<file path="src/design/amsd_pkg.sv">
// ----------------------------------------------------------------------------
// amsd_pkg - shared types and constants of the motion settle detector
// Register indexes, reset values, phase codes, counter limits and the
// control structs that pass between the pipeline, the lanes and the merge.
// ----------------------------------------------------------------------------
`default_nettype none

package amsd_pkg;

  // Default geometry
  localparam int unsigned WINDOW_DEF      = 16;
  localparam int unsigned SAMPLE_BITS_DEF = 12;

  // Configuration port
  localparam int unsigned CFG_IDX_BITS  = 2;
  localparam int unsigned CFG_DATA_BITS = 12;

  localparam logic [CFG_IDX_BITS-1:0] CFG_WARMUP       = 2'd0;
  localparam logic [CFG_IDX_BITS-1:0] CFG_THRESHOLD    = 2'd1;
  localparam logic [CFG_IDX_BITS-1:0] CFG_STEADY_LIMIT = 2'd2;

  // Register widths and reset values
  localparam int unsigned WARM_BITS = 10;
  localparam int unsigned THR_BITS  = 12;
  localparam int unsigned LIM_BITS  = 8;

  localparam logic [WARM_BITS-1:0] WARMUP_RST = 10'd100;
  localparam logic [THR_BITS-1:0]  THR_RST    = 12'd30;
  localparam logic [LIM_BITS-1:0]  LIM_RST    = 8'd20;

  // Counters
  localparam int unsigned CNT_BITS = 11;
  localparam int unsigned CTR_BITS = 8;

  localparam logic [CNT_BITS-1:0] CNT_MAX = 11'd2047;
  localparam logic [CTR_BITS-1:0] CTR_MAX = 8'd255;

  // Reported phase
  typedef logic [1:0] phase_t;

  localparam phase_t PH_WARMUP = 2'd0;
  localparam phase_t PH_FILL   = 2'd1;
  localparam phase_t PH_TRACK  = 2'd2;
  localparam phase_t PH_DONE   = 2'd3;

  // Lane update request from the merge stage
  typedef struct packed {
    logic push;   // store the sample and add it to the sum
    logic drop;   // subtract the oldest entry first
    logic clear;  // restart: zero the sum and the ring index
  } lane_ctl_t;

  // Load enables of the two divider stages
  typedef struct packed {
    logic en1;
    logic en2;
  } split_ctl_t;

endpackage

`default_nettype wire

</file>
<file path="src/design/accel_motion_settle_detector.sv">
// ----------------------------------------------------------------------------
// accel_motion_settle_detector - moving average motion and settle detector
// Three axis lanes keep a WINDOW-deep ring and running sum each; a merge
// stage turns their deviation flags into motion, steady and roll counts.
// ----------------------------------------------------------------------------
// Usage:
//   Input beats (in_valid / in_stall) carry either a sample (in_cmd = 0) or a
//   restart (in_cmd = 1). Every input beat yields exactly one result beat on
//   out_valid / out_stall, in order.
//   Configuration writes on cfg_valid / cfg_ready (always ready) set the
//   warm-up length, the motion threshold and the steady limit; write them
//   only while no beat is in flight.
//   An accepted input beat passes two divider stages that split each sample
//   by WINDOW; then the state update loads the result register.
//   Throughput: one beat per cycle unless out_stall holds it; the state update
//   sets the rate: ring read, mixed-radix sum update, threshold compare per lane.
//   Stall: a stalled result holds; the pipeline fills behind it and in_stall
//   rises once all three stages hold a beat.
//   Reset: clears counters, sums, the done flag and the registers to their
//   defaults (warm-up 100, threshold 30, limit 20). The rings are not
//   cleared; there is no clearing pass.
// ----------------------------------------------------------------------------
`default_nettype none

module accel_motion_settle_detector #(
  parameter int unsigned WINDOW      = amsd_pkg::WINDOW_DEF,
  parameter int unsigned SAMPLE_BITS = amsd_pkg::SAMPLE_BITS_DEF
) (
  input  logic                               clk,
  input  logic                               rst_n,
  // Input channel
  input  logic                               in_valid,
  output logic                               in_stall,
  input  logic                               in_cmd,
  input  logic [SAMPLE_BITS-1:0]             in_accel_x,
  input  logic [SAMPLE_BITS-1:0]             in_accel_y,
  input  logic [SAMPLE_BITS-1:0]             in_accel_z,
  // Result channel
  output logic                               out_valid,
  input  logic                               out_stall,
  output amsd_pkg::phase_t                   out_phase,
  output logic                               out_moving,
  output logic [SAMPLE_BITS-1:0]             out_avg_x,
  output logic [SAMPLE_BITS-1:0]             out_avg_y,
  output logic [SAMPLE_BITS-1:0]             out_avg_z,
  output logic [amsd_pkg::CTR_BITS-1:0]      out_steady_count,
  output logic [amsd_pkg::CTR_BITS-1:0]      out_roll_count,
  output logic                               out_settled,
  // Configuration port
  input  logic                               cfg_valid,
  output logic                               cfg_ready,
  input  logic [amsd_pkg::CFG_IDX_BITS-1:0]  cfg_index,
  input  logic [amsd_pkg::CFG_DATA_BITS-1:0] cfg_data
);

  localparam int unsigned RB = $clog2(WINDOW);

  logic                          v1_r;
  logic                          v2_r;
  logic                          v3_r;
  logic                          cmd1_r;
  logic                          cmd2_r;
  logic                          adv1;
  logic                          adv2;
  logic                          adv3;
  amsd_pkg::split_ctl_t          split_ctl;
  amsd_pkg::lane_ctl_t           lane_ctl;

  logic [amsd_pkg::WARM_BITS-1:0] warm_r;
  logic [amsd_pkg::THR_BITS-1:0]  thr_r;
  logic [amsd_pkg::LIM_BITS-1:0]  lim_r;

  logic [SAMPLE_BITS-1:0] s_x, s_y, s_z;
  logic [SAMPLE_BITS-1:0] q_x, q_y, q_z;
  logic [RB-1:0]          r_x, r_y, r_z;
  logic [2:0]             lane_over;

  // Pipeline advance: a stage moves when the one after it can take a beat
  assign adv3 = !v3_r || !out_stall;
  assign adv2 = !v2_r || adv3;
  assign adv1 = !v1_r || adv2;

  assign in_stall      = !adv1;
  assign split_ctl.en1 = in_valid && adv1;
  assign split_ctl.en2 = v1_r && adv2;

  always_ff @(posedge clk) begin
    if (!rst_n) begin
      v1_r <= 1'b0;
      v2_r <= 1'b0;
      v3_r <= 1'b0;
    end else begin
      if (adv1) v1_r <= in_valid;
      if (adv2) v2_r <= v1_r;
      if (adv3) v3_r <= v2_r;
    end
  end

  // Carry the command bit alongside the divider stages
  always_ff @(posedge clk) begin
    if (split_ctl.en1) cmd1_r <= in_cmd;
    if (split_ctl.en2) cmd2_r <= cmd1_r;
  end

  // Configuration registers
  assign cfg_ready = 1'b1;

  always_ff @(posedge clk) begin
    if (!rst_n) begin
      warm_r <= amsd_pkg::WARMUP_RST;
      thr_r  <= amsd_pkg::THR_RST;
      lim_r  <= amsd_pkg::LIM_RST;
    end else if (cfg_valid && cfg_ready) begin
      unique case (cfg_index)
        amsd_pkg::CFG_WARMUP:       warm_r <= cfg_data[amsd_pkg::WARM_BITS-1:0];
        amsd_pkg::CFG_THRESHOLD:    thr_r  <= cfg_data[amsd_pkg::THR_BITS-1:0];
        amsd_pkg::CFG_STEADY_LIMIT: lim_r  <= cfg_data[amsd_pkg::LIM_BITS-1:0];
        default: ;
      endcase
    end
  end

  // Divider stages, one per axis
  amsd_split #(.WINDOW(WINDOW), .SAMPLE_BITS(SAMPLE_BITS)) u_split_x (
    .clk(clk), .ctl(split_ctl), .sample(in_accel_x), .s_q(s_x), .q_q(q_x), .r_q(r_x)
  );
  amsd_split #(.WINDOW(WINDOW), .SAMPLE_BITS(SAMPLE_BITS)) u_split_y (
    .clk(clk), .ctl(split_ctl), .sample(in_accel_y), .s_q(s_y), .q_q(q_y), .r_q(r_y)
  );
  amsd_split #(.WINDOW(WINDOW), .SAMPLE_BITS(SAMPLE_BITS)) u_split_z (
    .clk(clk), .ctl(split_ctl), .sample(in_accel_z), .s_q(s_z), .q_q(q_z), .r_q(r_z)
  );

  // Axis lanes
  amsd_lane #(.WINDOW(WINDOW), .SAMPLE_BITS(SAMPLE_BITS)) u_lane_x (
    .clk(clk), .rst_n(rst_n), .ctl(lane_ctl), .sample(s_x), .s_quo(q_x),
    .s_rem(r_x), .thr(thr_r), .avg(out_avg_x), .over(lane_over[0])
  );
  amsd_lane #(.WINDOW(WINDOW), .SAMPLE_BITS(SAMPLE_BITS)) u_lane_y (
    .clk(clk), .rst_n(rst_n), .ctl(lane_ctl), .sample(s_y), .s_quo(q_y),
    .s_rem(r_y), .thr(thr_r), .avg(out_avg_y), .over(lane_over[1])
  );
  amsd_lane #(.WINDOW(WINDOW), .SAMPLE_BITS(SAMPLE_BITS)) u_lane_z (
    .clk(clk), .rst_n(rst_n), .ctl(lane_ctl), .sample(s_z), .s_quo(q_z),
    .s_rem(r_z), .thr(thr_r), .avg(out_avg_z), .over(lane_over[2])
  );

  // Merge the lane flags and update the counters
  amsd_merge #(.WINDOW(WINDOW)) u_merge (
    .clk       (clk),
    .rst_n     (rst_n),
    .en        (v2_r && adv3),
    .cmd       (cmd2_r),
    .warm      (warm_r),
    .lim       (lim_r),
    .lane_over (lane_over),
    .lane_ctl  (lane_ctl),
    .phase     (out_phase),
    .moving    (out_moving),
    .steady    (out_steady_count),
    .roll      (out_roll_count),
    .settled   (out_settled)
  );

  assign out_valid = v3_r;

endmodule

`default_nettype wire

</file>
<file path="src/design/amsd_split.sv">
// ----------------------------------------------------------------------------
// amsd_split - split one axis sample into quotient and remainder by WINDOW
// Stage one multiplies by a fixed reciprocal, stage two recovers the
// remainder, so the lane can keep its running sum in mixed radix.
// ----------------------------------------------------------------------------
`default_nettype none

module amsd_split #(
  parameter int unsigned WINDOW      = amsd_pkg::WINDOW_DEF,
  parameter int unsigned SAMPLE_BITS = amsd_pkg::SAMPLE_BITS_DEF
) (
  input  logic                      clk,
  input  amsd_pkg::split_ctl_t      ctl,
  input  logic [SAMPLE_BITS-1:0]    sample,
  output logic [SAMPLE_BITS-1:0]    s_q,
  output logic [SAMPLE_BITS-1:0]    q_q,
  output logic [$clog2(WINDOW)-1:0] r_q
);

  localparam int unsigned RB = $clog2(WINDOW);
  localparam int unsigned KB = SAMPLE_BITS + RB;
  localparam int unsigned PB = SAMPLE_BITS + KB;
  localparam int unsigned QW = SAMPLE_BITS + RB;
  // ceil(2^KB / WINDOW): exact floor division for every SAMPLE_BITS input
  localparam logic [KB-1:0] Recip =
    KB'(((64'd1 << KB) + 64'(WINDOW) - 64'd1) / 64'(WINDOW));

  logic [SAMPLE_BITS-1:0] s1_r;
  logic [PB-1:0]          prod_r;
  logic [PB-1:0]          prod_nxt;
  logic [SAMPLE_BITS-1:0] quo;
  logic [QW-1:0]          quo_w;
  logic [QW-1:0]          rem_w;
  logic [SAMPLE_BITS-1:0] s2_r;
  logic [SAMPLE_BITS-1:0] q2_r;
  logic [RB-1:0]          r2_r;

  // Multiply by the reciprocal
  assign prod_nxt = {{KB{1'b0}}, sample} * {{SAMPLE_BITS{1'b0}}, Recip};

  always_ff @(posedge clk) begin
    if (ctl.en1) begin
      s1_r   <= sample;
      prod_r <= prod_nxt;
    end
  end

  // Take the quotient and subtract it back out for the remainder
  assign quo   = prod_r[KB +: SAMPLE_BITS];
  assign quo_w = {{RB{1'b0}}, quo} * QW'(WINDOW);
  assign rem_w = {{RB{1'b0}}, s1_r} - quo_w;

  always_ff @(posedge clk) begin
    if (ctl.en2) begin
      s2_r <= s1_r;
      q2_r <= quo;
      r2_r <= rem_w[RB-1:0];
    end
  end

  assign s_q = s2_r;
  assign q_q = q2_r;
  assign r_q = r2_r;

endmodule

`default_nettype wire

</file>
<file path="src/design/amsd_lane.sv">
// ----------------------------------------------------------------------------
// amsd_lane - one axis: sample ring, running sum and deviation test
// The sum is held as quotient and remainder by WINDOW; the quotient is the
// moving average. The deviation flag compares the sample with the new average.
// ----------------------------------------------------------------------------
`default_nettype none

module amsd_lane #(
  parameter int unsigned WINDOW      = amsd_pkg::WINDOW_DEF,
  parameter int unsigned SAMPLE_BITS = amsd_pkg::SAMPLE_BITS_DEF
) (
  input  logic                          clk,
  input  logic                          rst_n,
  input  amsd_pkg::lane_ctl_t           ctl,
  input  logic [SAMPLE_BITS-1:0]        sample,
  input  logic [SAMPLE_BITS-1:0]        s_quo,
  input  logic [$clog2(WINDOW)-1:0]     s_rem,
  input  logic [amsd_pkg::THR_BITS-1:0] thr,
  output logic [SAMPLE_BITS-1:0]        avg,
  output logic                          over
);

  localparam int unsigned RB = $clog2(WINDOW);
  localparam int unsigned TW = RB + 2;
  localparam int unsigned CW = (SAMPLE_BITS > amsd_pkg::THR_BITS) ?
                               SAMPLE_BITS : amsd_pkg::THR_BITS;
  localparam logic signed [TW-1:0] WinS = TW'(WINDOW);
  localparam logic [RB-1:0]        LastIdx = RB'(WINDOW - 1);

  logic [SAMPLE_BITS-1:0] ring_q [WINDOW];
  logic [RB-1:0]          ring_r [WINDOW];

  logic [RB-1:0]          idx_r;
  logic [RB-1:0]          idx_nxt;
  logic [SAMPLE_BITS-1:0] sum_q_r;
  logic [SAMPLE_BITS-1:0] sum_q_nxt;
  logic [RB-1:0]          sum_rem_r;
  logic [RB-1:0]          sum_rem_nxt;

  logic [SAMPLE_BITS-1:0] old_q;
  logic [RB-1:0]          old_r;
  logic signed [TW-1:0]   tr;
  logic signed [TW-1:0]   tr_adj;
  logic                   inc;
  logic                   dec;
  logic [SAMPLE_BITS-1:0] dev;

  // Add the new sample, drop the oldest, carry between remainder and quotient
  always_comb begin
    old_q  = ctl.drop ? ring_q[idx_r] : '0;
    old_r  = ctl.drop ? ring_r[idx_r] : '0;
    tr     = $signed({2'b00, sum_rem_r}) + $signed({2'b00, s_rem})
           - $signed({2'b00, old_r});
    tr_adj = tr;
    inc    = 1'b0;
    dec    = 1'b0;
    if (tr >= WinS) begin
      tr_adj = tr - WinS;
      inc    = 1'b1;
    end else if (tr[TW-1]) begin
      tr_adj = tr + WinS;
      dec    = 1'b1;
    end
    sum_rem_nxt = tr_adj[RB-1:0];
    sum_q_nxt   = sum_q_r + s_quo - old_q
                + SAMPLE_BITS'(inc) - SAMPLE_BITS'(dec);
    idx_nxt     = (idx_r == LastIdx) ? '0 : idx_r + 1'b1;
  end

  // Distance of the sample from the updated average
  always_comb begin
    dev  = (sample >= sum_q_nxt) ? sample - sum_q_nxt : sum_q_nxt - sample;
    over = CW'(dev) >= CW'(thr);
  end

  // Sum and index
  always_ff @(posedge clk) begin
    if (!rst_n) begin
      idx_r     <= '0;
      sum_q_r   <= '0;
      sum_rem_r <= '0;
    end else if (ctl.clear) begin
      idx_r     <= '0;
      sum_q_r   <= '0;
      sum_rem_r <= '0;
    end else if (ctl.push) begin
      idx_r     <= idx_nxt;
      sum_q_r   <= sum_q_nxt;
      sum_rem_r <= sum_rem_nxt;
    end
  end

  // Ring write at the oldest slot
  always_ff @(posedge clk) begin
    if (ctl.push && !ctl.clear) begin
      ring_q[idx_r] <= s_quo;
      ring_r[idx_r] <= s_rem;
    end
  end

  assign avg = sum_q_r;

endmodule

`default_nettype wire

</file>
<file path="src/design/amsd_merge.sv">
// ----------------------------------------------------------------------------
// amsd_merge - phase decision, lane control and settle counters
// Combines the three lane deviation flags into one motion flag, keeps the
// sample, steady and roll counters and the sticky done flag.
// ----------------------------------------------------------------------------
`default_nettype none

module amsd_merge #(
  parameter int unsigned WINDOW = amsd_pkg::WINDOW_DEF
) (
  input  logic                           clk,
  input  logic                           rst_n,
  input  logic                           en,
  input  logic                           cmd,
  input  logic [amsd_pkg::WARM_BITS-1:0] warm,
  input  logic [amsd_pkg::LIM_BITS-1:0]  lim,
  input  logic [2:0]                     lane_over,
  output amsd_pkg::lane_ctl_t            lane_ctl,
  output amsd_pkg::phase_t               phase,
  output logic                           moving,
  output logic [amsd_pkg::CTR_BITS-1:0]  steady,
  output logic [amsd_pkg::CTR_BITS-1:0]  roll,
  output logic                           settled
);

  localparam int unsigned CNB = amsd_pkg::CNT_BITS;
  localparam int unsigned CTB = amsd_pkg::CTR_BITS;

  logic [CNB-1:0]   cnt_r;
  logic [CNB-1:0]   cnt_nxt;
  logic [CTB-1:0]   steady_r;
  logic [CTB-1:0]   steady_nxt;
  logic [CTB-1:0]   roll_r;
  logic [CTB-1:0]   roll_nxt;
  logic             done_r;
  logic             done_nxt;
  amsd_pkg::phase_t phase_r;
  amsd_pkg::phase_t phase_nxt;
  logic             moving_r;
  logic             moving_nxt;

  logic [CNB-1:0]   fill_end;
  logic             in_warm;
  logic             in_fill;
  logic             any_over;

  assign fill_end = {1'b0, warm} + CNB'(WINDOW);
  assign in_warm  = cnt_r < {1'b0, warm};
  assign in_fill  = !in_warm && (cnt_r < fill_end);
  assign any_over = |lane_over;

  // Decide the phase and the next counter values for this beat
  always_comb begin
    cnt_nxt    = cnt_r;
    steady_nxt = steady_r;
    roll_nxt   = roll_r;
    done_nxt   = done_r;
    phase_nxt  = amsd_pkg::PH_WARMUP;
    moving_nxt = 1'b0;
    lane_ctl   = '0;
    if (en) begin
      if (cmd) begin
        cnt_nxt        = '0;
        steady_nxt     = '0;
        roll_nxt       = '0;
        done_nxt       = 1'b0;
        lane_ctl.clear = 1'b1;
      end else begin
        if (!done_r) begin
          if (in_warm) begin
            phase_nxt = amsd_pkg::PH_WARMUP;
          end else if (in_fill) begin
            phase_nxt     = amsd_pkg::PH_FILL;
            lane_ctl.push = 1'b1;
          end else begin
            phase_nxt     = amsd_pkg::PH_TRACK;
            lane_ctl.push = 1'b1;
            lane_ctl.drop = 1'b1;
            moving_nxt    = any_over;
            // The first tracked sample only flags
            if (cnt_r > fill_end) begin
              if (any_over) begin
                if (roll_r != amsd_pkg::CTR_MAX) roll_nxt = roll_r + 1'b1;
                steady_nxt = '0;
              end else if (steady_r != amsd_pkg::CTR_MAX) begin
                steady_nxt = steady_r + 1'b1;
              end
            end
          end
          if (cnt_r != amsd_pkg::CNT_MAX) cnt_nxt = cnt_r + 1'b1;
        end
        if ((steady_nxt > lim) && (roll_nxt != '0)) done_nxt = 1'b1;
        if (done_nxt) phase_nxt = amsd_pkg::PH_DONE;
      end
    end
  end

  // Counters and sticky done flag
  always_ff @(posedge clk) begin
    if (!rst_n) begin
      cnt_r    <= '0;
      steady_r <= '0;
      roll_r   <= '0;
      done_r   <= 1'b0;
    end else if (en) begin
      cnt_r    <= cnt_nxt;
      steady_r <= steady_nxt;
      roll_r   <= roll_nxt;
      done_r   <= done_nxt;
    end
  end

  // Result fields that are not state
  always_ff @(posedge clk) begin
    if (en) begin
      phase_r  <= phase_nxt;
      moving_r <= moving_nxt;
    end
  end

  assign phase   = phase_r;
  assign moving  = moving_r;
  assign steady  = steady_r;
  assign roll    = roll_r;
  assign settled = done_r;

endmodule

`default_nettype wire

</file>
<file path="config.mk">
export PLATFORM = sky130hd
export DESIGN_NAME = accel_motion_settle_detector
export DESIGN_NICKNAME = d
export VERILOG_FILES = /design/src/design/amsd_pkg.sv /design/src/design/accel_motion_settle_detector.sv /design/src/design/amsd_split.sv /design/src/design/amsd_lane.sv /design/src/design/amsd_merge.sv
export SDC_FILE = /design/constraint.sdc
export NUM_CORES = 1
export LEC_CHECK = 0
export BUFFER_PORTS_ARGS = -buffer_cell sky130_fd_sc_hd__buf_4
export CORE_AREA = 2 2 261 263
export DETAILED_ROUTE_END_ITERATION = 7
export DIE_AREA = 0 0 263 265
export GPL_TIMING_DRIVEN = 0
export PLACE_DENSITY = 0.76
export RECOVER_POWER = 50
export REMOVE_ABC_BUFFERS = 1
export SETUP_SLACK_MARGIN = 0.2
export SLEW_MARGIN = 25
export SYNTH_ARGS = -nofsm -noshare
export SYNTH_HDL_FRONTEND = slang
export SYNTH_SLANG_ARGS = --single-unit
</file>
<file path="constraint.sdc">
create_clock -name clk -period 11.9 [get_ports clk]
set_input_delay 0.595 -clock clk [delete_from_list [all_inputs] [get_ports clk]]
set_output_delay 0.595 -clock clk [all_outputs]
set_load 0.005 [all_outputs]
</file>
### Word level (Yosys, flattened, before mapping)

Memory sizes are Yosys's and may differ from the RTL's. A register that Yosys moved wholly into a read port is not among the register bits.
Cells that the tools add are included.
W data, S select, Z words.

* bitwise logic cells: 1
* order comparisons: 13
* add/sub/neg operators: 40
* equality and inequality tests: 9
* reduce and logical (&&, ||, !) cells: 26
* multiplexer cells: 76

Operator list (number)
* $mux W8: 18
* $sub A12 B12 Y12: 9
* $mux W4: 24
* $ge A12 B12 Y1: 6
* $mux W12: 6
* $add A12 B1 Y12: 3
* $add A12 B8 Y12: 3
* $sub A12 B1 Y12: 3
* $mux W11: 3
* $add A4 B1 Y4 const B: 6
* $sub A4 B1 Y4 const B: 6
* $ge A6 B6 Y1 const B: 3
* $sub A5 B4 Y6: 3
* $mux W1: 17
* $add A8 B1 Y8 const B: 2
* $ne A8 B8 Y1 const B: 2
* $add A4 B4 Y5: 3
* $mux W2: 7
* $eq A4 B4 Y1 const B: 3
* $add A10 B5 Y11 const B: 1
* $add A11 B1 Y11 const B: 1
* $gt A11 B11 Y1: 1
* $lt A11 B10 Y1: 1
* $lt A11 B11 Y1: 1
* 18 further kinds: 33

* word-level logic and storage cells: 206
* bits in writable memories: 576
* memories kept: 6
* output and inout bits: 59
* input bits: 56
* register bits: 234

Memories
* u_lane_x.ring_q: words 16, width 8, rd ports 1, clocked after Yosys merged registers in 1, wr ports 1, RTL line amsd_lane.sv:30 `logic [SAMPLE_BITS-1:0] ring_q [WINDOW];`
* u_lane_y.ring_q: words 16, width 8, rd ports 1, clocked after Yosys merged registers in 1, wr ports 1, RTL line amsd_lane.sv:30
* u_lane_z.ring_q: words 16, width 8, rd ports 1, clocked after Yosys merged registers in 1, wr ports 1, RTL line amsd_lane.sv:30
* u_lane_x.ring_r: words 16, width 4, rd ports 1, clocked after Yosys merged registers in 1, wr ports 1, RTL line amsd_lane.sv:31 `logic [RB-1:0] ring_r [WINDOW];`
* u_lane_y.ring_r: words 16, width 4, rd ports 1, clocked after Yosys merged registers in 1, wr ports 1, RTL line amsd_lane.sv:31
* u_lane_z.ring_r: words 16, width 4, rd ports 1, clocked after Yosys merged registers in 1, wr ports 1, RTL line amsd_lane.sv:31

### Depth between registers and ports, before layout

* word-level depth: 31
* depth in mapped cells: 59
* depth with buffers taken out: 57

### By module

A second synthesis with hierarchy kept.

* cell total of the unflattened synthesis: 3080
* area total of the unflattened synthesis: 46515.9 um^2

By module, submodules not included
* amsd_lane (u_lane_z): area an instance 13404.1 um^2, times used 1, cells an instance 833
* amsd_lane (u_lane_x): area an instance 13334.0 um^2, times used 1, cells an instance 827
* amsd_lane (u_lane_y): area an instance 13332.8 um^2, times used 1, cells an instance 835
* amsd_split: area an instance 844.6 um^2, times used 3, cells an instance 41
* amsd_merge: area an instance 2484.9 um^2, times used 1, cells an instance 321
* accel_motion_settle_detector: area an instance 1426.4 um^2, times used 1, cells an instance 141

### Least setup slack after synthesis

Ideal clock, no wire load.

* path type: register to register
* from: register warm_r[6] (netlist bit)
* to: register u_merge.phase_r[1] (netlist: u_merge.phase[1]), data pin
* stages on the path, launching flop included: 56
* data arrival time: 10953 ps
* data required time: 11623 ps
* slack: 670 ps
* cell sequence: dfxtp_1 > inv_1 > nor3_1 > nand3_1 > xnor2_1 > ha_1 > nand3_1 > a211o_1 > o211ai_1 > nand2_1 > nor2_1 > clkbuf_1 > and2_1 > fa_1 > inv_1 > ha_1 > a21o_1 > a21oi_1 > [20 not listed] > mux2_2 > ha_1 > a2111oi_0 > or4_1 > nand4_1 > nor4_4 > nor2_2 > nor2_1 > ha_1 > nor2b_1 > o21a_1 > o21ai_0 > nand2b_1 > a21oi_1 > o21ai_0 > o21ai_0 > or2_2 > o221ai_1

* word-level cells in the longest chain between the ends: 31
* elaborated cells on any way between the ends: 81
* those cells by class: add/sub (19); order compare (13); mux (44); reduce/logical (5)

Ends and longest elaborated chain
* start, declared: RTL line accel_motion_settle_detector.sv:69 `logic [amsd_pkg::WARM_BITS-1:0] warm_r;`
* start signal, assigned: RTL line accel_motion_settle_detector.sv:110 `warm_r <= amsd_pkg::WARMUP_RST;`
* start signal, assigned: RTL line accel_motion_settle_detector.sv:115 `amsd_pkg::CFG_WARMUP: warm_r <= cfg_data[amsd_pkg::WARM_BITS-1:0];`
* $add A10 B5 Y11 or $lt A11 B10 Y1 (tied branches): RTL line amsd_merge.sv:47, amsd_merge.sv:48
* $lt A11 B11 Y1 or $logic_not A1 Y1 (tied branches): RTL line amsd_merge.sv:49 `assign in_fill = !in_warm && (cnt_r < fill_end);`
* $logic_and A1 B1 Y1: RTL line amsd_merge.sv:49
* $mux W1: RTL line amsd_merge.sv:72 `end else if (in_fill) begin`
* $mux W2 *: RTL line amsd_merge.sv:70 `if (in_warm) begin`
* $mux W2 *: RTL line amsd_merge.sv:69 `if (!done_r) begin`
* $mux W2 *: RTL line amsd_merge.sv:62 `if (cmd) begin`
* $mux W3 *: RTL line amsd_merge.sv:61 `if (en) begin`
* [6 not listed]
* net u_lane_z.sum_q_nxt[6]: RTL line amsd_lane.sv:36 `logic [SAMPLE_BITS-1:0] sum_q_nxt;`
* [9 not listed]
* $mux W8: RTL line amsd_merge.sv:62
* $mux W8: RTL line amsd_merge.sv:61
* $gt A8 B8 Y1 or $reduce_bool A8 Y1 (tied branches): RTL line amsd_merge.sv:92 `if ((steady_nxt > lim) && (roll_nxt != '0)) done_nxt = 1'b1;`
* $logic_and A1 B1 Y1 *: RTL line amsd_merge.sv:92
* $mux W1 *: RTL line amsd_merge.sv:92
* $mux W1 *: RTL line amsd_merge.sv:62
* $mux W1 *: RTL line amsd_merge.sv:61
* $mux W2 *: RTL line amsd_merge.sv:93 `if (done_nxt) phase_nxt = amsd_pkg::PH_DONE;`
* end signal, assigned: RTL line amsd_merge.sv:116 `phase_r <= phase_nxt;`
* end, declared: RTL line amsd_merge.sv:37 `amsd_pkg::phase_t phase_r;`

The timed path passes the listed nets; every way through them passes the cells marked *. The select of a mux whose other input is x is not followed.
A chain may end at the register's enable or synchronous reset.

### Final worst setup path

* from: register warm_r[8] (netlist bit)
* to: register u_merge.phase_r[1] (netlist: u_merge.phase[1]), data pin

The elaborated chain is that of the path after synthesis.

==> metrics.md <==
| Metric | Value |
|---|---|
| Status | complete, but fails checks |
| Failing checks | capacitance limit, slew limit |
| Most used cell, CP | ha_1 |
| Initial antenna violation count | 1 |
| Worst Max-Slew Pin Slew | 2130 ps |
| Fin Clk Skew | 23.6 ps |
| R2R Setup Slk | 610 ps |
| Most frequent cells in the layout | edfxtp_1, inv_1, ha_1, nand2_1, mux4_2 |
| Placed Instance Area | 39,700 um2 |
| Diodes inserted | 0 |
| H-Tree Depth | 3 |
| Vias in the first global route | 22,897 |
| Router iterations before antenna repair | 5 |
| Total power | 6.19 mW |
| Nets | 3,109 |
| Tmin final | 11,290 ps |
| FMAX | 0.0886 GHz |
| Worst Hold Class | primary input to register |
| Crit end category | register |
| #FFs+latches synth | 786 |
| Pint | 4.70 mW |
| Leak | 15.4 nW |
| R2R cell count | 56 |
| Largest net degree at the start of global routing | 54 |
| Chip height | 265 um |
| Critical Path Slowest Stage Cell | fa_1 |
| Final period util | 0.948 |
| Slew HR | -0.421 |
| Initial core utilization | 0.564 |
| Die area | 69,700 um2 |
| # hold bufs at CTS | 0 |
| VDD IR-drop max | 0.0938 mV |
| Final WL | 87,300 um |
| Synth top area cells | edfxtp_1, mux4_2, ha_1 |
| Final Cell Area | 43,100 um2 |
| Net Sw Frac | 0.240 |
| GR Util All Layers | 0.249 |
| Iteration-0 DRC count of the detailed router | 1,995 |
| CP Max Fanout | 12 |
| Area Growth Syn to Fin | 14.4% |
| DRC Markers | 0 |
| Root buffer cell | clkbuf_16 |
| WL/cell | 23.4 um |
| Reg2reg start | warm_r[8] |
| Top cell type by total area after synthesis | edfxtp_1 |
| Commonest non-fill, non-tap cell in the layout | edfxtp_1 |
| Yosys warns | 0 |
| DR vias | 22,458 |
| Clock Power Share | 0.394 |
| Clk slew on worst S/H paths | 60 ps |
| Die X | 263 um |
| Fin cells | 3,727 |
| RSZ-0062 raised after global routing | no |
| Synth unique cells | 83 |
| Skew-Pair Late Insertion Delay | 630 ps |
| Dpl cells | 3,521 |
| Syn Inst Count | 2,615 |
| Synth Cell Area | 37,700 um2 |
| WP data required | 12,250 ps |
| Final Hold Viols | 0 |
| Worst min-delay path endpoint | cmd1_r |
| Max_cap viols | 2 |
| Clk buf depth | 3 |
| CTS tree | yes |
| Share of cells above drive strength 1 | 0.208 |
| Mean Syn Cell Area | 14.4 um2 |
| Seq/Total Area, Yosys | 0.591 |
| Final GP Congestion | 0.921 |
| Synth async-reset ratio | 0 |
| WHS Path Cells | 1 |
| Sequential power share | 0.490 |
| Pins over their slew limit | 54 |
| Drt via density | 6.03 |
| # setup viols final | 0 |
| Crit path largest cell delay | 530 ps |
| Antenna-violating nets left | 0 |
| IO buf count | 113 |
| Switch Pwr | 1.49 mW |
| Grt total ovfl | 0 |
| Ys flop type | edfxtp_1 |
| Hold path start | in_cmd |
| Final setup TNS | 0 ps |
| CP Class | register to register |
| Critical path arrival | 11,640 ps |
| Combinational share of power | 0.116 |
| I/O pin count | 115 |
| First-pass GRT wire length | 133,000 um |
| Post-synth top area share | 0.520 |
| Hpwl dp | 55,700 um |
| CTS sink count | 786 |
| TritonCTS Buffers | 80 |
| Core area | 66,800 um2 |
| Startpoint Class | register |
| FF-to-FF End | u_merge.phase[1] |
| Pwr per Cell Area | 144 nW/um2 |
| EDFF count, synth | 653 |
| # rows | 95 |
==> worst max path at each step <==
| stage | startpoint | endpoint | cells after the start |
|---|---|---|---|
| after floorplan | register | u_merge.phase[1] | 45 |
| after global placement | warm_r[6] | u_merge.phase[1] | 53 |
| after detailed placement | warm_r[6] | u_merge.phase[1] | 54 |
| after CTS | warm_r[6] | u_merge.phase[1] | 58 |
| after global routing | warm_r[8] | u_merge.phase[1] | 58 |
| final | warm_r[8] | u_merge.phase[1] | 56 |
==> power groups by stage <==
| stage | combinational, mW | sequential (mW) | clock (mW) |
|---|---|---|---|
| 2_1_floorplan | 0.450 | 3.08 | 0 |
| 3_3_place_gp | 0.579 | 3.09 | 0 |
| 3_5_place_dp | 0.607 | 3.09 | 0 |
| 4_1_cts | 0.650 | 3.03 | 2.47 |
| 5_1_grt | 0.791 | 3.04 | 2.58 |
| 6_report | 0.720 | 3.03 | 2.44 |
==> timing repair <==
item	CTS	global route
endpoints found under the setup margin	20	3
pin swaps	13	58
cloned	2	1
gates resized for setup	43	84
endpoints found under the hold margin	0	0
setup buffers	21	37
==> per-stage QoR <==
step | utilization | hold WS, ps | setup slack (ps)
floorplan | - | 400 | -701
global route | 0.645 | 147 | 119
finish | 0.645 | 160 | 613
global placement | 0.587 | 404 | -3250
CTS | 0.638 | 108 | 207
detailed placement | 0.594 | 405 | -1820
==> synthesized netlist by cell type (34+ instances only) <==
cell type	number
edfxtp_1	653
inv_1	225
ha_1	214
nand2_1	186
mux4_2	180
dfxtp_1	133
a21oi_1	115
nor2_1	98
and2_1	70
clkbuf_1	68
o21ai_0	58
xnor2_1	54
fa_1	48
nand3_1	38
nor3_1	38
mux2i_1	34
==> layout make-up <==
type | count | area (um2)
Clock buffer | 111 | 2240
Multi-Input combinational cell | 1510 | 14700
Tap cell | 873 | 1090
Clock inverter | 34 | 295
Sequential cell | 786 | 22300
Fill cell | 4655 | 23700
Inverter | 225 | 845
Timing Repair Buffer | 188 | 1600
==> per-layer routing <==
| layer | GRT usage | wire length [um] |
|---|---|---|
| met3 | 0.0418 | 5750 |
| met2 | 0.421 | 43700 |
| met1 | 0.329 | 35300 |
| met4 | 0.0848 | 2520 |
| met5 | 0 | 14 |
==> flip-flops by register name, indices dropped and copies added (netlist names), 10 cells and up, named ones only <==
| name | count |
|---|---|
| u_lane_z.ring_r | 64 |
| u_lane_y.ring_q | 128 |
| u_lane_x.avg | 12 |
| warm_r | 10 |
| u_lane_z.ring_q | 128 |
| u_lane_x.ring_r | 64 |
| u_lane_y.ring_r | 64 |
| thr_r | 12 |
| u_split_z.s1_r | 12 |
| u_lane_z.avg | 12 |
| u_lane_x.ring_q | 128 |
| u_split_x.s1_r | 12 |
| u_merge.cnt_r | 11 |
| u_split_y.s1_r | 12 |
| u_lane_y.avg | 12 |
==> worst max-delay path, delay by kind of cell (launching register included) <==
family	cells	cell delay, ps
adders and majority gates	10	3730
AOI/OAI and AO/OA	19	2820
and+or+nand+nor	16	2510
buffers and inverters	8	1000
xor gates and xnor gates	3	580
DFF	1	340
==> cells by family after synthesis <==
group	synth area share
flip-flops	0.591
AO/OA/AOI/OAI	0.0658
XOR/XNOR	0.0195
other	0.0000995
buffers and inverters	0.0332
adder cells (fa/ha/maj)	0.0965
multiplexers	0.118
AND/OR/NAND/NOR	0.0756
No activity file was read; power rests on OpenSTA's default activity.
